### src/sv/fbld_pkg.sv
`timescale 1ns / 1ps
// Shared constants, types and helpers of the framebuffer line drawer.
package fbld_pkg;

    localparam int COLUMNS    = 128;
    localparam int PAGES      = 8;
    localparam int DEPTH      = COLUMNS * PAGES;
    localparam int ADDR_W     = $clog2(DEPTH);
    localparam int X_W        = 7;
    localparam int Y_W        = 6;
    localparam int BYTE_W     = 8;
    localparam int PAGE_SHIFT = 3;
    localparam int ERR_W      = X_W + 1;

    typedef logic [ADDR_W-1:0] t_addr;
    typedef logic [X_W-1:0]    t_x;
    typedef logic [Y_W-1:0]    t_y;
    typedef logic [BYTE_W-1:0] t_byte;

    typedef enum logic [1:0] {
        KIND_CLEAR = 2'd0,
        KIND_POINT = 2'd1,
        KIND_LINE  = 2'd2,
        KIND_READ  = 2'd3
    } t_kind;

    typedef enum logic [2:0] {
        ST_INIT,
        ST_IDLE,
        ST_CLEAR,
        ST_PT_RD,
        ST_PT_WR,
        ST_RD_ADDR,
        ST_RD_DATA,
        ST_DONE
    } t_state;

    typedef struct packed {
        logic load;
        logic advance;
        t_x   start_x;
        t_y   start_y;
        t_x   end_x;
        t_y   end_y;
    } t_step_ctl;

    typedef struct packed {
        t_x   x;
        t_y   y;
        logic last;
    } t_step_sts;

    function automatic logic fbld_in_store(input t_x x, input t_y y);
        return (int'(x) < COLUMNS) && (int'(y >> PAGE_SHIFT) < PAGES);
    endfunction

    function automatic t_addr fbld_index(input t_x x, input t_y y);
        return t_addr'(int'(x) * PAGES + int'(y >> PAGE_SHIFT));
    endfunction

endpackage

### src/sv/fbld_stepper.sv
`timescale 1ns / 1ps
// Error-accumulator line stepper: current point and per-axis error registers.
module fbld_stepper import fbld_pkg::*; (
    input  logic      i_clk,
    input  t_step_ctl i_ctl,
    output t_step_sts o_sts
);
    t_x               r_cx;
    t_y               r_cy;
    logic [X_W-1:0]   r_ax;
    logic [Y_W-1:0]   r_ay;
    logic [X_W-1:0]   r_dist;
    logic [X_W-1:0]   r_n;
    logic [ERR_W-1:0] r_ex;
    logic [ERR_W-1:0] r_ey;
    logic             r_x_dec;
    logic             r_y_dec;

    logic [X_W-1:0]   n_ax;
    logic [Y_W-1:0]   n_ay;
    logic [ERR_W-1:0] ex_sum;
    logic [ERR_W-1:0] ey_sum;
    logic [ERR_W-1:0] dist_ext;

    always_comb begin
        n_ax = (i_ctl.end_x >= i_ctl.start_x) ? i_ctl.end_x - i_ctl.start_x
                                              : i_ctl.start_x - i_ctl.end_x;
        n_ay = (i_ctl.end_y >= i_ctl.start_y) ? i_ctl.end_y - i_ctl.start_y
                                              : i_ctl.start_y - i_ctl.end_y;
        ex_sum   = r_ex + ERR_W'(r_ax);
        ey_sum   = r_ey + ERR_W'(r_ay);
        dist_ext = ERR_W'(r_dist);
    end

    always_ff @(posedge i_clk) begin
        if (i_ctl.load) begin
            r_cx    <= i_ctl.start_x;
            r_cy    <= i_ctl.start_y;
            r_ax    <= n_ax;
            r_ay    <= n_ay;
            r_dist  <= (n_ax > X_W'(n_ay)) ? n_ax : X_W'(n_ay);
            r_x_dec <= i_ctl.end_x < i_ctl.start_x;
            r_y_dec <= i_ctl.end_y < i_ctl.start_y;
            r_n     <= '0;
            r_ex    <= '0;
            r_ey    <= '0;
        end else if (i_ctl.advance) begin
            r_n <= r_n + X_W'(1);
            if (ex_sum > dist_ext) begin
                r_ex <= ex_sum - dist_ext;
                r_cx <= r_x_dec ? r_cx - X_W'(1) : r_cx + X_W'(1);
            end else begin
                r_ex <= ex_sum;
            end
            if (ey_sum > dist_ext) begin
                r_ey <= ey_sum - dist_ext;
                r_cy <= r_y_dec ? r_cy - Y_W'(1) : r_cy + Y_W'(1);
            end else begin
                r_ey <= ey_sum;
            end
        end
    end

    assign o_sts.x    = r_cx;
    assign o_sts.y    = r_cy;
    assign o_sts.last = (r_n == r_dist);
endmodule

### config.mk
export PLATFORM = sky130hd
export DESIGN_NAME = fbld_stepper
export DESIGN_NICKNAME = d
export VERILOG_FILES = /design/src/sv/fbld_pkg.sv /design/src/sv/fbld_stepper.sv
export SDC_FILE = /design/constraint.sdc
export NUM_CORES = 1
export LEC_CHECK = 0
export BUFFER_PORTS_ARGS = -buffer_cell sky130_fd_sc_hd__clkbuf_2
export CORE_MARGIN = 2
export CORE_UTILIZATION = 60
export DETAILED_ROUTE_END_ITERATION = 7
export PLACE_DENSITY = 0.84
export SETUP_SLACK_MARGIN = 0.5
export SYNTH_ARGS = -nofsm -noshare
export SYNTH_HDL_FRONTEND = slang
export SYNTH_SLANG_ARGS = --single-unit
### constraint.sdc
create_clock -name i_clk -period 7.1 [get_ports i_clk]
set_input_delay 1.065 -clock i_clk [delete_from_list [all_inputs] [get_ports i_clk]]
set_output_delay 1.065 -clock i_clk [all_outputs]
set_load 0.02 [all_outputs]
* After elaboration in Yosys (flattened, before gate mapping)
Cells that the tools add are included.
Operators by class: add/subtract/negate cells 13, $mul 0, div/mod/pow operators 0, order comparisons 7, equal/unequal tests 1, shift-type cells 0, mux-type cells 13, bitwise operators 0, reduce and logical (&&, ||, !) cells 5
Operator list (count):
- $mux W6 | 6
- $mux W7 | 5
- $gt A8 B7 Y1 | 2
- $mux W8 | 2
- $sub A8 B7 Y8 | 2
- $add A7 B1 Y7 const B | 2
- $sub A7 B7 Y7 | 2
- $sub A6 B6 Y6 | 2
- $add A8 B6 Y8 | 1
- $add A8 B7 Y8 | 1
- $eq A7 B7 Y1 | 1
- $ge A7 B7 Y1 | 1
- $gt A7 B6 Y1 | 1
- $lt A7 B7 Y1 | 1
- $sub A7 B1 Y7 const B | 1
- $add A6 B1 Y6 const B | 1
- $ge A6 B6 Y1 | 1
- $lt A6 B6 Y1 | 1
- $reduce_bool A2 Y1 | 3
- $sub A6 B1 Y6 const B | 1
- $reduce_and A2 Y1 | 2
Storage, ports and cells: flip-flop bits (word level) 58, latch bits 0, memory bits (writable) 0, ROM bits 0, input bits 29, output and inout bits 14, logic and storage cells 50, memories 0

* Logic depth before layout (Yosys ltp)
Gate-level depths: netlist of the first run.
word-level depth 5, mapped depth 18, depth with buffers taken out 17

* Worst setup path before layout of the first run
OpenSTA, ideal clock, no wires.
path type input port to flip-flop, from input port i_ctl[0] (netlist name), to register r_dist[1], data pin, library setup time 0.260 ns, arrival 4.173 ns, data required time 6.840 ns, setup slack 2.667 ns, cell stages on the path 18, path buffers 1, cell sequence inv_1 > ha_1 > inv_1 > fa_1 > a211oi_1 > o31ai_1 > a21oi_2 > mux2i_1 > o31ai_1 > a221oi_1 > inv_1 > ha_1 > nand3_1 > o21ai_0 > o21ai_0 > nor2b_2 > buf_6 > mux2_4
On the way: cells in the longest elaborated chain, start to end 4, elaborated cells between the ends (all ways) 6, classes of those cells add/sub (2); order compare (2); mux (2)
RTL lines:
- from (decl) | RTL line fbld_stepper.sv:5 | input t_step_ctl i_ctl,
- $sub A6 B6 Y6 (tied with other cells) | RTL line fbld_stepper.sv:29 | : i_ctl.start_y - i_ctl.end_y;
- $mux W6 (*) | RTL line fbld_stepper.sv:28 | n_ay = (i_ctl.end_y >= i_ctl.start_y) ? i_ctl.end_y - i_ctl.start_y
- via n_ay[5] | RTL line fbld_stepper.sv:20 | logic [Y_W-1:0] n_ay;
- $gt A7 B6 Y1 (*) | RTL line fbld_stepper.sv:41 | r_dist <= (n_ax > X_W'(n_ay)) ? n_ax : X_W'(n_ay);
- $mux W6 (*) | RTL line fbld_stepper.sv:41
- to (signal assigned) | RTL line fbld_stepper.sv:41
- to (decl) | RTL line fbld_stepper.sv:12 | logic [X_W-1:0] r_dist;
Mark *: on every way through the listed nets, which the timed path passes. The rest lies on a longest branch. A chain may end at the register's enable or synchronous reset.

* Worst setup path in the final report of the first run
from input port i_ctl[0] (netlist name), to register r_dist[5], data pin
On the way: cells in the longest elaborated chain, start to end 4, elaborated cells between the ends (all ways) 6, classes of those cells add/sub (2); order compare (2); mux (2)
RTL lines (RTL line):
- $sub A6 B6 Y6 (tied with other cells) | fbld_stepper.sv:29
- $mux W6 (*) | fbld_stepper.sv:28
- via n_ay[5] | fbld_stepper.sv:20
- $gt A7 B6 Y1 | fbld_stepper.sv:41
- $mux W6 (*) | fbld_stepper.sv:41
Marks and branches as above.

==> flow_metrics.env, run 1 <==
export IMPL_status="complete, no violations"
export IMPL_hpwl_microns=8580
export IMPL_clk_pin_slew_worst_paths_ns=0.07
export IMPL_die_x_microns=96.8
export IMPL_drt_iter0_markers=201
export IMPL_layout_setup_ws_ns=2.25
export IMPL_syn2layout_area_growth_pct=9.04
export IMPL_gp_congestion=0.868
export IMPL_syn_inst=558
export IMPL_ys_flop_type="edfxtp_1"
export IMPL_antenna_found_initial=0
export IMPL_post_route_util_pct=67.9
export IMPL_clockBufferDepth=2
export IMPL_ant_nets=0
export IMPL_tightest_slew_ns=0.774
export IMPL_total_power_w=0.00256
export IMPL_multi_input_area_sq_um=3340
export IMPL_ys_top_cells_by_count="ha_1 (68), inv_1 (66), a21oi_1 (35), edfxtp_1 (35), o21ai_0 (32)"
export IMPL_final_nets=705
export IMPL_final_hold_viol_count=0
export IMPL_wire_per_inst_microns=15.8
export IMPL_rsz0062_at_grt="no"
export IMPL_cp_max_fo=6
export IMPL_arrival_ns=4.95
export IMPL_synth_fp_nets=665
export IMPL_io_pins=43
export IMPL_routed_wl_microns=11200
export IMPL_seq_area_frac_synth_pct=29.3
export IMPL_fillCellCount=611
export IMPL_synth_cell_type_count=56
export IMPL_grt_pass1_vias=4253
export IMPL_die_h_microns=96.8
export IMPL_setup_violations=0
export IMPL_critPathCaptureType="register"
export IMPL_maxCapViolations=0
export IMPL_yosys_area_top_type="edfxtp_1"
export IMPL_clock_sinks=58
export IMPL_synth_edff_count=35
export IMPL_rows=33
export IMPL_post_cts_resized=0
export IMPL_ys_top_cells_by_area="edfxtp_1 (20%), ha_1 (16%), dfxtp_1 (8.9%), inv_1 (4.8%), xnor2_1 (4.6%)"
export IMPL_yosys_warnings=0
export IMPL_via_per_inst=5.95
export IMPL_vias=4212
export IMPL_cts_setup_buffers=0
export IMPL_power_density_nw_per_um2=455
export IMPL_grt_max_degree=74
export IMPL_grt_pass1_wl_microns=19100
export IMPL_place_ws_ns=1.93
export IMPL_required_ns=7.20
export IMPL_cts_root_buf="clkbuf_8"
export IMPL_ys_ff_latch=58
export IMPL_cp_start_kind="primary input"
export IMPL_yosysMostFrequentCell="ha_1"
export IMPL_worstSetupPathType="primary input to register"
export IMPL_mappedNetlistArea_sq_um=5160
export IMPL_insertion_delay_ns=0.35
export IMPL_syn_area_per_cell_sq_um=9.26
export IMPL_drc=0
export IMPL_grt_ovfl_total=0
export IMPL_finalCritPeriodShare_pct=68.3
export IMPL_leakage_nw=2.65
export IMPL_dr_pass1_iters=5
export IMPL_synthDominantCellAreaShare_pct=20.3
export IMPL_ir_worst_vdd_uv=272
export IMPL_h_tree_depth=3
export IMPL_tritoncts="done"
export IMPL_final_setup_tns_ns=0
export IMPL_cts_buffers=9
export IMPL_max_freq_mhz=206
export IMPL_drive_gt1_share_pct=11.9
export IMPL_slew_viol_final=0
export IMPL_die_area_sq_um=9370
export IMPL_initial_core_util_pct=62.2
export IMPL_core_sq_um=8300
export IMPL_hold_buffers=0
export IMPL_async_flop_share_pct=0
export IMPL_num_antenna_cells=0
export IMPL_hold_path_class="register to register"
export IMPL_numPortBuffers=42
export IMPL_fin_crit_ns=4.85
export IMPL_slew_headroom_pct=48.4
export IMPL_track_usage_pct=24.6
export IMPL_register_area_sq_um=1510
export IMPL_clock_skew_ns=0.00954
[final timing paths]
kind	startpoint	end	slack, ns	depth (start not counted)
max	i_ctl[0]	r_dist[5]$_DFFE_PP_	2.25	18
min	r_ex[4]$_SDFFE_PP0P_	r_ex[4]$_SDFFE_PP0P_	0.49	2
max reg2reg	r_ax[0]$_DFFE_PP_	r_cx[6]$_DFFE_PP_	3.48	13
min reg2reg	r_ex[4]$_SDFFE_PP0P_	r_ex[4]$_SDFFE_PP0P_	0.49	2
[power breakdown]
part / leakage [nW] / switching (W) / internal [W]
Clock: 0.0933 / 0.000148 / 0.000136
Combinational: 2.02 / 0.000956 / 0.000749
Sequential: 0.536 / 0.0000791 / 0.000491
Total: 2.65 / 0.00118 / 0.00138
[cells by family after synthesis]
kind of cell,count (synthesis),share of synthesized area [%]
fa+ha+maj,78,20.3
flops,58,29.3
compound gates,156,20.2
xor+xnor,47,7.97
mux,24,5.04
buf+inv,81,6.08
simple gates,114,11.1
[metrics by stage]
step	cell area, sq um	std cells	hold WS [ns]
finish	5630	708	0.493
floorplan	5160	558	0.467
global placement	5460	692	0.478
CTS	5630	708	0.501
detailed placement	5460	692	0.493
global route	5630	708	0.526
[per-layer routing]
metal | track usage, % | wire length, microns
met1 | 30.4 | 4940
met2 | 42.6 | 5470
met3 | 4.70 | 467
met4 | 9.64 | 282
met5 | 0 | 0
[flip-flops by register name (all words and copies together), names as in the netlist]
signal and flops:
r_ax 7, r_ay 6, r_cx 7, r_cy 6, r_dist 7, r_ex 8, r_ey 8, r_n 7
r_x_dec 1, r_y_dec 1
[layout by cell type (no fill, tap or decap), drive strengths merged, types with 5 or more instances in the layout]
cell type / count
o21ai: 33
o21a: 10
mux2i: 20
clkbuf: 52
a211oi: 14
xor2: 20
nand2: 29
a221oi: 6
a21oi: 36
nand2b: 7
ha: 68
o31ai: 5
nand3: 9
dfxtp: 23
xnor2: 27
nor2b: 13
nand4: 5
inv: 69
edfxtp: 35
fa: 10
o21bai: 10
nor2: 31
a21o: 19
[worst max-delay path: stages]
cell      delay (ns)
clkbuf_2        0.09
inv_1           0.05
ha_1            0.16
inv_1           0.06
fa_1            0.42
a211oi_1        0.20
o31ai_1         0.17
a21oi_2         0.36
mux2i_1         0.29
o31ai_1         0.09
a221oi_1        0.46
inv_1           0.10
ha_1            0.32
a21oi_1         0.14
o21ai_0         0.13
o21ai_0         0.09
nor2b_2         0.41
mux2_4          0.34
[cell type report]
type                    count  area share (%)
clock inverters             6           0.689
flip-flops and latches     58            26.8
well taps                 105            2.33
repair buffers             44            4.00
multi-input cells         419            59.3
inverters                  66            4.40
clock buffers              10            2.44
No activity file was read; power rests on OpenSTA's default activity.
==> run 2: changes to the inputs <==
--- a/config.mk
+++ b/config.mk
@@ -7,9 +7,9 @@
 export LEC_CHECK = 0
 export BUFFER_PORTS_ARGS = -buffer_cell sky130_fd_sc_hd__clkbuf_2
 export CORE_MARGIN = 2
-export CORE_UTILIZATION = 60
+export CORE_UTILIZATION = 55
 export DETAILED_ROUTE_END_ITERATION = 7
-export PLACE_DENSITY = 0.84
+export PLACE_DENSITY = 0.81
 export SETUP_SLACK_MARGIN = 0.5
 export SYNTH_ARGS = -nofsm -noshare
 export SYNTH_HDL_FRONTEND = slang
==> constraint.sdc (replaced) <==
create_clock -name i_clk -period 4.26 [get_ports i_clk]
set_input_delay 0.639 -clock i_clk [delete_from_list [all_inputs] [get_ports i_clk]]
set_output_delay 0.639 -clock i_clk [all_outputs]
set_load 0.02 [all_outputs]
==> run 2 against run 1 <==
Wire length up 12%. Core utilization down 2.3 points. Global-route usage shrank 0.81 points. Critical path type unchanged. Largest cell class unchanged.
==> flow_metrics.env, run 2 (synthesis results as in run 1) <==
export IMPL_dr_pass1_iters=5
export IMPL_final_common_cell="inv_1"
export IMPL_final_hold_viol_count=0
export IMPL_vias=4304
export IMPL_grt_ovfl_total=0
export IMPL_routed_wl_microns=12500
export IMPL_leakage_nw=2.77
export IMPL_grt_pass1_vias=4267
export IMPL_worstSetupPathType="primary input to register"
export IMPL_top_regs="r_ex: 8 flops, r_ey: 8 flops"
export IMPL_power_density_nw_per_um2=745
export IMPL_setup_violations=0
export IMPL_drive_gt1_share_pct=18.8
export IMPL_slew_viol_final=0
export IMPL_clk_pin_slew_worst_paths_ns=0.07
export IMPL_required_ns=4.43
export IMPL_worstHoldStart="r_ex[6]$_SDFFE_PP0P_"
export IMPL_hold_buffers=0
export IMPL_critPathCaptureType="register"
export IMPL_holdPathStages=2
export IMPL_num_antenna_cells=0
export IMPL_reg2reg_to="r_cy[3]$_DFFE_PP_"
export IMPL_rows=35
export IMPL_cts_buffers=9
export IMPL_tightest_slew_ns=0.727
export IMPL_max_freq_mhz=266
export IMPL_drt_iter0_markers=230
export IMPL_clock_skew_ns=0.0107
export IMPL_slew_headroom_pct=51.5
export IMPL_track_usage_pct=23.8
export IMPL_cp_start_kind="primary input"
export IMPL_r2r_start="r_ay[0]$_DFFE_PP_"
export IMPL_ff2ff_path_depth=11
export IMPL_numPortBuffers=42
export IMPL_grt_pass1_wl_microns=19300
export IMPL_clock_sinks=58
export IMPL_arrival_ns=3.93
export IMPL_post_route_util_pct=65.5
export IMPL_syn2layout_area_growth_pct=16.6
export IMPL_initial_core_util_pct=56.2
export IMPL_io_pins=43
export IMPL_status="complete, no violations"
export IMPL_holdPathEnd="r_ex[6]$_SDFFE_PP0P_"
export IMPL_via_per_inst=5.88
export IMPL_final_setup_tns_ns=0
export IMPL_die_x_microns=101
export IMPL_rrSetupSlack_ns=0.74
export IMPL_finalCritPeriodShare_pct=88.2
export IMPL_gp_congestion=0.877
export IMPL_die_h_microns=101
export IMPL_wire_per_inst_microns=17.1
export IMPL_final_nets=723
export IMPL_ir_worst_vdd_uv=371
export IMPL_fin_crit_ns=3.76
export IMPL_rsz0062_at_grt="yes"
export IMPL_cp_max_fo=6
export IMPL_maxCapViolations=0
export IMPL_h_tree_depth=3
export IMPL_die_area_sq_um=10200
export IMPL_drc=0
export IMPL_insertion_delay_ns=0.35
export IMPL_hold_path_class="register to register"
export IMPL_clockBufferDepth=2
export IMPL_core_sq_um=9200
export IMPL_ant_nets=0
export IMPL_grt_max_degree=36
export IMPL_mostFrequentLayoutCells="inv_1 (64), ha_1 (60), clkbuf_2 (40)"
export IMPL_tritoncts="done"
export IMPL_antenna_found_initial=0
export IMPL_hpwl_microns=9000
export IMPL_cts_root_buf="clkbuf_8"
run 2: changes by cell type in the layout (fill, tap and decap cells not counted), sizes merged:
cell and change:
clkbuf -1, bufinv +1, clkinvlp -1, inv -3
buf +20, clkinv +2
run 2: worst max path at each step:
stage | startpoint | endpoint | slack, ns
after floorplan | i_ctl[0] | r_dist[1]$_DFFE_PP_ | 0.45
after global placement | i_ctl[8] | r_dist[5]$_DFFE_PP_ | 0.08
after detailed placement | i_ctl[8] | r_dist[3]$_DFFE_PP_ | -0.02
after CTS | i_ctl[10] | r_dist[3]$_DFFE_PP_ | 0.51
after global routing | i_ctl[0] | r_dist[0]$_DFFE_PP_ | 0.34
final | i_ctl[0] | r_dist[0]$_DFFE_PP_ | 0.50
run 2: report_power, final:
part / internal, W / total [W] / switching [W]
Combinational: 0.00134 / 0.00302 / 0.00167
Clock: 0.000284 / 0.000525 / 0.000241
Sequential: 0.000819 / 0.000947 / 0.000128
Total: 0.00244 / 0.00449 / 0.00204
run 2: metal layers:
layer  GRT usage [%]  vias up  wire, microns
met2            42.1      135           6300
li1                -     2100              -
met5               0        -              0
met3            3.19       38            514
met4            9.25        0            425
met1            29.4     2031           5270
run 2: final cells by class:
type	instances	area, sq um
Tap cell	111	139
Clock inverter	5	53.8
Timing Repair Buffer	62	379
Inverter	66	260
Fill cell	705	3170
Sequential cell	58	1510
Multi-Input combinational cell	419	3540
Clock buffer	11	141
run 2: timing repair:
| action | 4_1_cts | 5_1_grt |
|---|---|---|
| endpoints found under the setup margin | 5 | 13 |
| gates resized for setup | 2 | 35 |
| pin swaps | 1 | 2 |
| setup buffers | 4 | 6 |
run 2: worst max-delay path, stage by stage:
cell,delay [ns]
buf_12,0.11
inv_12,0.04
ha_4,0.12
inv_2,0.04
fa_2,0.39
a211oi_4,0.25
o31ai_4,0.11
a21oi_2,0.23
mux2i_2,0.30
o31ai_2,0.09
a221oi_2,0.26
inv_1,0.12
ha_4,0.26
a21oi_2,0.14
o21ai_1,0.08
o21ai_1,0.08
nor2b_4,0.27
buf_4,0.16
mux2i_1,0.25
run 2: metrics by stage:
step,instance area [sq um],hold slack (ns),worst slack (ns),instances,power (W)
after floorplan,5210,0.467,0.446,558,0.00318
after global placement,5570,0.479,0.0833,706,0.00367
after detailed placement,5570,0.493,-0.0205,706,0.00379
after CTS,5800,0.506,0.512,726,0.00436
after global routing,6020,0.524,0.338,732,0.00484
final,6020,0.506,0.503,732,0.00449
